[src/hw/rtl/wsetok_pkg.sv]
package wsetok_pkg;

	typedef enum logic [1:0] {
		MODE_IDLE = 2'd0,
		MODE_WORD = 2'd1,
		MODE_STR  = 2'd2
	} mode_t;

	typedef enum logic [3:0] {
		KIND_WORD_CHAR    = 4'd0,
		KIND_STRING_CHAR  = 4'd1,
		KIND_IDENT_END    = 4'd2,
		KIND_KEYWORD_END  = 4'd3,
		KIND_STRING_END   = 4'd4,
		KIND_EQUALS       = 4'd5,
		KIND_UNKNOWN      = 4'd6,
		KIND_EOF          = 4'd7,
		KIND_UNTERMINATED = 4'd8,
		KIND_TOO_LONG     = 4'd9
	} kind_t;

	localparam int unsigned LEN_W = 12;
	localparam logic [LEN_W-1:0] LEN_MAX = 12'd4095;
	localparam logic [LEN_W-1:0] KEYWORD_LEN = 12'd6;
	localparam logic [7:0] CH_EQUALS = 8'h3D;
	localparam logic [7:0] CH_QUOTE = 8'h22;

	// keyword "export", one byte per position
	localparam logic [7:0] KEYWORD [6] = '{8'h65, 8'h78, 8'h70, 8'h6F, 8'h72, 8'h74};

	typedef struct packed {
		kind_t            kind;
		logic [7:0]       value;
		logic [LEN_W-1:0] len;
		logic             last;
	} res_t;

	function automatic res_t mk_res(kind_t k, logic [7:0] v, logic [LEN_W-1:0] l);
		res_t r;
		r.kind = k;
		r.value = v;
		r.len = l;
		r.last = 1'b0;
		return r;
	endfunction

endpackage

[src/hw/rtl/word_string_equals_tokenizer.sv]
// word, string and equals tokenizer
//
// input channel s_*: one request per text byte (s_tuser[0] = 0, byte in
// s_tdata[7:0]) or an end-of-text request (s_tuser[0] = 1). whitespace is
// skipped, '=' gives an equals token, words stream their characters and
// close with identifier or keyword end, quoted strings stream their bytes.
// output channel m_*: token kind in m_tuser, byte and token length in
// m_tdata, m_tlast on the last result caused by one input request.
//
// each request is decoded in the cycle it is accepted against the mode
// register; its zero, one or two results are registered into a four-entry
// result queue that drives m_*. throughput is one request per cycle while
// requests give at most one result each and the receiver takes every
// result; a request that gives two results (word closed by another token,
// end of text after an open token) adds two queue entries.
// s_tready is high while the queue has two free entries, so the input keeps
// flowing while a finished result waits; when the receiver stalls the queue
// fills and s_tready drops. reset empties the queue and returns to idle.
module word_string_equals_tokenizer #(
	parameter int unsigned MAX_WORD_LEN = 64
) (
	input  logic        clk,
	input  logic        arst_n,
	input  logic        s_tvalid,
	output logic        s_tready,
	input  logic [7:0]  s_tdata,  // [7:0] ch
	input  logic [0:0]  s_tuser,  // [0] func
	output logic        m_tvalid,
	input  logic        m_tready,
	output logic [23:0] m_tdata,  // [7:0] value, [19:8] token_length, [23:20] zero
	output logic [3:0]  m_tuser,  // [3:0] kind
	output logic        m_tlast
);

	localparam int unsigned LW = wsetok_pkg::LEN_W;

	// decoder state
	wsetok_pkg::mode_t mode_q, mode_d;
	logic [LW-1:0]     run_q, run_d;
	logic              kw_q, kw_d;

	// result queue
	wsetok_pkg::res_t fifo_q [4];
	logic [1:0]       wr_ptr_q, rd_ptr_q;
	logic [2:0]       count_q;

	wsetok_pkg::res_t res [2];
	logic [1:0]       n_res;

	logic       func;
	logic [7:0] c;
	logic       is_space, is_alpha, is_digit;
	logic       in_word;

	// word byte step
	logic [LW-1:0] wb_p, wb_run;
	logic          wb_match, wb_kw, wb_long;
	wsetok_pkg::res_t wb_res;
	wsetok_pkg::mode_t wb_mode;

	// idle byte handling
	logic             idle_emit;
	wsetok_pkg::res_t idle_res;
	wsetok_pkg::mode_t idle_mode;
	logic [LW-1:0]    idle_run;
	logic             idle_kw;

	wsetok_pkg::res_t close_res;

	logic accept, pop;

	assign func = s_tuser[0];
	assign c = s_tdata;
	assign is_space = (c == 8'h20) || (c >= 8'h09 && c <= 8'h0D);
	assign is_alpha = (c >= 8'h41 && c <= 8'h5A) || (c >= 8'h61 && c <= 8'h7A);
	assign is_digit = (c >= 8'h30 && c <= 8'h39);
	assign in_word = (mode_q == wsetok_pkg::MODE_WORD);

	// one word byte, either continuing the open word or starting a new one
	always_comb begin
		wb_p = in_word ? run_q : '0;
		wb_match = (wb_p < wsetok_pkg::KEYWORD_LEN) && (c == wsetok_pkg::KEYWORD[wb_p[2:0]]);
		wb_kw = (in_word ? kw_q : 1'b1) & wb_match;
		wb_run = wb_p + 1'b1;
		wb_long = (wb_run >= LW'(MAX_WORD_LEN));
		if (wb_long) begin
			wb_res = wsetok_pkg::mk_res(wsetok_pkg::KIND_TOO_LONG, 8'd0, wb_run);
			wb_mode = wsetok_pkg::MODE_IDLE;
		end else begin
			wb_res = wsetok_pkg::mk_res(wsetok_pkg::KIND_WORD_CHAR, c, '0);
			wb_mode = wsetok_pkg::MODE_WORD;
		end
	end

	// closing result of the open word
	always_comb begin
		if (kw_q && run_q == wsetok_pkg::KEYWORD_LEN) begin
			close_res = wsetok_pkg::mk_res(wsetok_pkg::KIND_KEYWORD_END, 8'd0, run_q);
		end else begin
			close_res = wsetok_pkg::mk_res(wsetok_pkg::KIND_IDENT_END, 8'd0, run_q);
		end
	end

	// a byte seen in idle; idle always holds run 0 and keyword match 1
	always_comb begin
		idle_emit = 1'b1;
		idle_mode = wsetok_pkg::MODE_IDLE;
		idle_run = '0;
		idle_kw = 1'b1;
		idle_res = wsetok_pkg::mk_res(wsetok_pkg::KIND_UNKNOWN, c, '0);
		if (is_space) begin
			idle_emit = 1'b0;
		end else if (c == wsetok_pkg::CH_EQUALS) begin
			idle_res = wsetok_pkg::mk_res(wsetok_pkg::KIND_EQUALS, c, '0);
		end else if (is_alpha) begin
			idle_res = wb_res;
			idle_mode = wb_mode;
			idle_run = wb_long ? '0 : wb_run;
			idle_kw = wb_long ? 1'b1 : wb_kw;
		end else if (c == wsetok_pkg::CH_QUOTE) begin
			idle_emit = 1'b0;
			idle_mode = wsetok_pkg::MODE_STR;
		end
	end

	// result selection and next state
	always_comb begin
		res[0] = wsetok_pkg::mk_res(wsetok_pkg::KIND_EOF, 8'd0, '0);
		res[1] = wsetok_pkg::mk_res(wsetok_pkg::KIND_EOF, 8'd0, '0);
		n_res = 2'd0;
		mode_d = mode_q;
		run_d = run_q;
		kw_d = kw_q;
		if (func) begin
			// end of text: close what is open, then the eof token
			mode_d = wsetok_pkg::MODE_IDLE;
			run_d = '0;
			kw_d = 1'b1;
			case (mode_q)
				wsetok_pkg::MODE_WORD: begin
					res[0] = close_res;
					n_res = 2'd2;
				end
				wsetok_pkg::MODE_STR: begin
					res[0] = wsetok_pkg::mk_res(wsetok_pkg::KIND_UNTERMINATED, 8'd0, run_q);
					n_res = 2'd2;
				end
				default: begin
					n_res = 2'd1;
				end
			endcase
		end else begin
			case (mode_q)
				wsetok_pkg::MODE_WORD: begin
					if (is_alpha || is_digit) begin
						res[0] = wb_res;
						n_res = 2'd1;
						mode_d = wb_mode;
						run_d = wb_long ? '0 : wb_run;
						kw_d = wb_long ? 1'b1 : wb_kw;
					end else begin
						// the word ends here, then the byte goes through idle handling
						res[0] = close_res;
						res[1] = idle_res;
						n_res = idle_emit ? 2'd2 : 2'd1;
						mode_d = idle_mode;
						run_d = idle_run;
						kw_d = idle_kw;
					end
				end
				wsetok_pkg::MODE_STR: begin
					n_res = 2'd1;
					if (c == wsetok_pkg::CH_QUOTE) begin
						res[0] = wsetok_pkg::mk_res(wsetok_pkg::KIND_STRING_END, 8'd0, run_q);
						mode_d = wsetok_pkg::MODE_IDLE;
						run_d = '0;
					end else begin
						res[0] = wsetok_pkg::mk_res(wsetok_pkg::KIND_STRING_CHAR, c, '0);
						if (run_q < wsetok_pkg::LEN_MAX) begin
							run_d = run_q + 1'b1;
						end
					end
				end
				default: begin
					res[0] = idle_res;
					n_res = idle_emit ? 2'd1 : 2'd0;
					mode_d = idle_mode;
					run_d = idle_run;
					kw_d = idle_kw;
				end
			endcase
		end
		// mark the last result of this request
		case (n_res)
			2'd1: res[0].last = 1'b1;
			2'd2: res[1].last = 1'b1;
			default: ;
		endcase
	end

	assign s_tready = (count_q <= 3'd2);
	assign accept = s_tvalid && s_tready;
	assign m_tvalid = (count_q != 3'd0);
	assign pop = m_tvalid && m_tready;

	always_ff @(posedge clk or negedge arst_n) begin
		if (!arst_n) begin
			mode_q <= wsetok_pkg::MODE_IDLE;
			run_q <= '0;
			kw_q <= 1'b1;
			wr_ptr_q <= 2'd0;
			rd_ptr_q <= 2'd0;
			count_q <= 3'd0;
		end else begin
			if (accept) begin
				mode_q <= mode_d;
				run_q <= run_d;
				kw_q <= kw_d;
				wr_ptr_q <= wr_ptr_q + n_res;
			end
			if (pop) begin
				rd_ptr_q <= rd_ptr_q + 2'd1;
			end
			count_q <= count_q + (accept ? {1'b0, n_res} : 3'd0) - (pop ? 3'd1 : 3'd0);
		end
	end

	// queue payload, no reset needed
	always_ff @(posedge clk) begin
		if (accept && n_res != 2'd0) begin
			fifo_q[wr_ptr_q] <= res[0];
		end
		if (accept && n_res == 2'd2) begin
			fifo_q[wr_ptr_q + 2'd1] <= res[1];
		end
	end

	assign m_tdata = {4'd0, fifo_q[rd_ptr_q].len, fifo_q[rd_ptr_q].value};
	assign m_tuser = fifo_q[rd_ptr_q].kind;
	assign m_tlast = fifo_q[rd_ptr_q].last;

endmodule

[config.mk]
export PLATFORM = sky130hd
export DESIGN_NAME = word_string_equals_tokenizer
export DESIGN_NICKNAME = d
export VERILOG_FILES = /design/src/hw/rtl/wsetok_pkg.sv /design/src/hw/rtl/word_string_equals_tokenizer.sv
export SDC_FILE = /design/constraint.sdc
export NUM_CORES = 1
export LEC_CHECK = 0
export ABC_AREA = 0
export BUFFER_PORTS_ARGS = -buffer_cell sky130_fd_sc_hd__buf_2
export CAP_MARGIN = 20
export CORE_ASPECT_RATIO = 2
export CORE_UTILIZATION = 40
export CTS_CLUSTER_SIZE = 30
export DETAILED_ROUTE_END_ITERATION = 8
export SETUP_SLACK_MARGIN = 0.3
export SLEW_MARGIN = 15
export SYNTH_ARGS = -nofsm -noshare
export SYNTH_HDL_FRONTEND = slang
export SYNTH_SLANG_ARGS = --single-unit
[constraint.sdc]
create_clock -name clk -period 5.7 [get_ports clk]
set_clock_uncertainty 0.2 [all_clocks]
set_input_delay 0.855 -clock clk [delete_from_list [all_inputs] [get_ports clk]]
set_output_delay 0.855 -clock clk [all_outputs]
set_load 0.02 [all_outputs]
==> results.md <==
* Run status: finished clean
* Number of buffers on the longest clock path at 2
* Share of post-route cells with drive strength above 1 at 0.2009
* Area of the core at 16680 sq um
* Count of routing violations after the opening detailed-route iteration at 288
* Total length of routed wires at 17.29 mm
* TritonCTS clock tree: yes
* RePlAce Congestion at 0.9331
* Num rows at 67
* Number of CTS-inserted buffers at 17
* Proportion of synthesized chip area in sequential cells at 0.5237
* Post-CTS setup buffer count at 0
* Final global-route overflow total at 0
* Initial standard-cell utilization of the core at 0.4069
* Most common cell on crit path: buf_4
* GRT Overall Usage at 0.2141
* Hold crit path type: in -> async
* Share of the clock period used by the worst path after layout at 0.7128
* IO Pins at 44
* Arrival time reported for the critical path endpoint at 3.94 ns
* Highest clock frequency the design can meet at 246.1 MHz
* Number of antenna violations at the first check in global routing at 0
* CTS clock-pin slew for the worst setup and hold paths at 0.05 ns
* Endpoint class of the critical path: flip-flop
* Synthesis warning total at 0
* Synth Area per Inst at 11.22 sq um
* Total Power Consumption at 0.003440 W
* Number of synthesized flops with an enable pin at 100
* Largest net degree at the start of global routing at 28
* Number of endpoints failing setup at the final stage at 0
* Gate Count Post-Synth at 605
* Leading post-synthesis cells by cell area: edfxtp_1 (44%), mux4_2 (8.3%), dfrtp_1 (7.7%), nor2_1 (3.7%), nand2_1 (3.3%)
* DRC violations left at 0
* Library cell contributing the largest single delay on the critical path: and3_1
* Slew at the pin closest to its max-slew limit at 0.9475 ns
* Critical-path maximum fanout at 25
* Synth-to-Final Area Change at 13.49%
* Slew Limit Headroom at 0.3683
* Area fraction of the dominant cell type after synthesis at 0.4424
* Total of buffers placed on input and output ports at 39
* Via count of the routed design at 5001
* Width of the die at 94.11 um
* Htree depth at 4
* Clock sink count at 122
* Netlist Area Pre-Place at 6788 sq um
* Library cells used by synthesis at 66
* Post-CTS Hold Buffers at 0
* CTS resizes at 0
* Per-cell via count in the routed design at 5.890
* Final Slew Violations at 0
* Unrepaired setup endpoints after global routing: false
* FFs w/ async S/R, synth at 0.1803
* Peak per-stage delay on the critical path at 0.47 ns
* CP Class: reg -> reg
* Cell accounting for the most synthesized area: edfxtp_1
* Leading register cell type out of synthesis: edfxtp_1
* Final critical delay including setup and external delays at 4.063 ns
* Post-layout nets at 656
* Global-route wire length before repair at 27.47 mm
* Power per cell area at 446.5 nW/um^2
* DIE HEIGHT at 186.2 um
* Cells along the critical path: inv_1, ha_1, buf_4, clkinv_1, nor2_1, and3_1, a21boi_2, nand2b_1, or3_1, o21ai_2, buf_4
* Leak pwr at 2.785 nW
* Clock latency reported for the late side of the worst-skew pair at 0.42 ns
* Root buffer cell: clkbuf_16
* Wire length per cell after detailed routing at 20.36 um
* Required time at the worst-slack endpoint at 5.57 ns
* Number of nets still failing antenna checks after routing at 0
* IR drop worst, VDD at 0.0001922 V
* Final sum of negative setup slack at 0 ns
* CP startpoint kind: flip-flop
* Yosys reg bits at 122
* Die ar. at 17530 sq um
* Count of max-cap constraint violations at 0
* Final number of hold-violating endpoints at 0
* Setup slack of the worst register-to-register path at 1.64 ns
* Router iterations before antenna repair at 5
* Detailed placer's ending HPWL at 12.52 mm
* Final antenna diode count at 0
* Number of global-route vias before repair at 5148
metal layers:
metal | part of all wire | global-route usage
met5 | 0 | 0
met4 | 0.050 | 0.1335
met1 | 0.35 | 0.2202
met2 | 0.55 | 0.3869
met3 | 0.043 | 0.04675
sequential cells by signal, indices dropped and copies added, names as in the netlist:
| register | cells |
|---|---|
| rd_ptr_q | 2 |
| fifo_q | 100 |
| count_q | 3 |
| kw_q | 1 |
| wr_ptr_q | 2 |
| run_q | 12 |
| mode_q | 2 |
cell usage after synthesis (8+ instances only):
cell type / n
nand2_1: 59
nor3_1: 11
xnor2_1: 8
ha_1: 10
mux4_2: 25
nor4_1: 8
o31ai_1: 10
inv_1: 12
o21ai_0: 42
a21oi_1: 23
nor2_1: 67
edfxtp_1: 100
nor2b_1: 16
a21boi_1: 14
buf_2: 12
and2_1: 8
nand3_1: 19
dfrtp_1: 21
clkbuf_1: 28
power breakdown:
| group | internal, W | total (W) | switching [W] | leakage (nW) |
|---|---|---|---|---|
| Sequential | 0.00115 | 0.00128 | 0.000123 | 1.21 |
| Combinational | 0.000447 | 0.00116 | 0.000712 | 1.31 |
| Clock | 0.000629 | 0.00100 | 0.000375 | 0.266 |
| Total | 0.00223 | 0.00344 | 0.00121 | 2.79 |
stage by stage:
step                      utilization  hold WS [ns]  cell area [sq um]  cells  setup slack (ns)
after floorplan                     -        0.2620               6799    608            0.6169
after global placement         0.4292        0.2823               7159    820             1.422
after detailed placement       0.4292        0.3023               7159    820             1.322
after CTS                      0.4614        0.2442               7697    849             1.668
after global routing           0.4618        0.2687               7704    849             1.367
final                          0.4618        0.2349               7704    849             1.637
worst max-delay path, delay by kind of cell, from the launching register on:
family | cells | cell delay [ns]
fa+ha+maj | 1 | 0.29
simple gates | 4 | 1.51
buf+inv | 4 | 0.94
compound gates | 2 | 0.34
flops | 1 | 0.40
path summary, 6_finish.rpt:
kind | from | end | cells after the start
worst max-delay path | mode_q[1] | fifo_q[2][9] | 11
worst min-delay path | arst_n | run_q[9] | 1
worst max register to register | mode_q[1] | fifo_q[2][9] | 11
worst min register to register | mode_q[0] | mode_q[0] | 2
max in group asynchronous | arst_n | rd_ptr_q[0] | 1
min in group clk | mode_q[0] | mode_q[0] | 2
cell usage in the layout, fill, tap and decap left out, drive strengths merged, types with 10 or more instances in the layout:
master,n
edfxtp,100
nor2,67
nand2,61
buf,51
o21ai,44
mux4,25
a21oi,23
dfrtp,21
nand3,19
clkbuf,19
a21boi,19
nor2b,16
inv,12
nor4,12
nor3,11
o31ai,10
ha,10
kinds of logic after synthesis:
logic type	share of synthesized area
fa+ha+maj	0.02138
buf+inv	0.03816
xor+xnor	0.01936
flops	0.5237
compound gates	0.1370
other cells	0.0005525
simple gates	0.1738
mux	0.08608
cell type report:
cell class / instances / area (sq um)
Inverter: 13 / 48.80
Tap cell: 207 / 259.0
Clock inverter: 10 / 105.1
Clock buffer: 19 / 432.9
Timing Repair Buffer: 51 / 285.3
Multi-Input combinational cell: 427 / 3017
Sequential cell: 122 / 3556
Fill cell: 1524 / 8979
No activity file was read; power rests on OpenSTA's default activity.
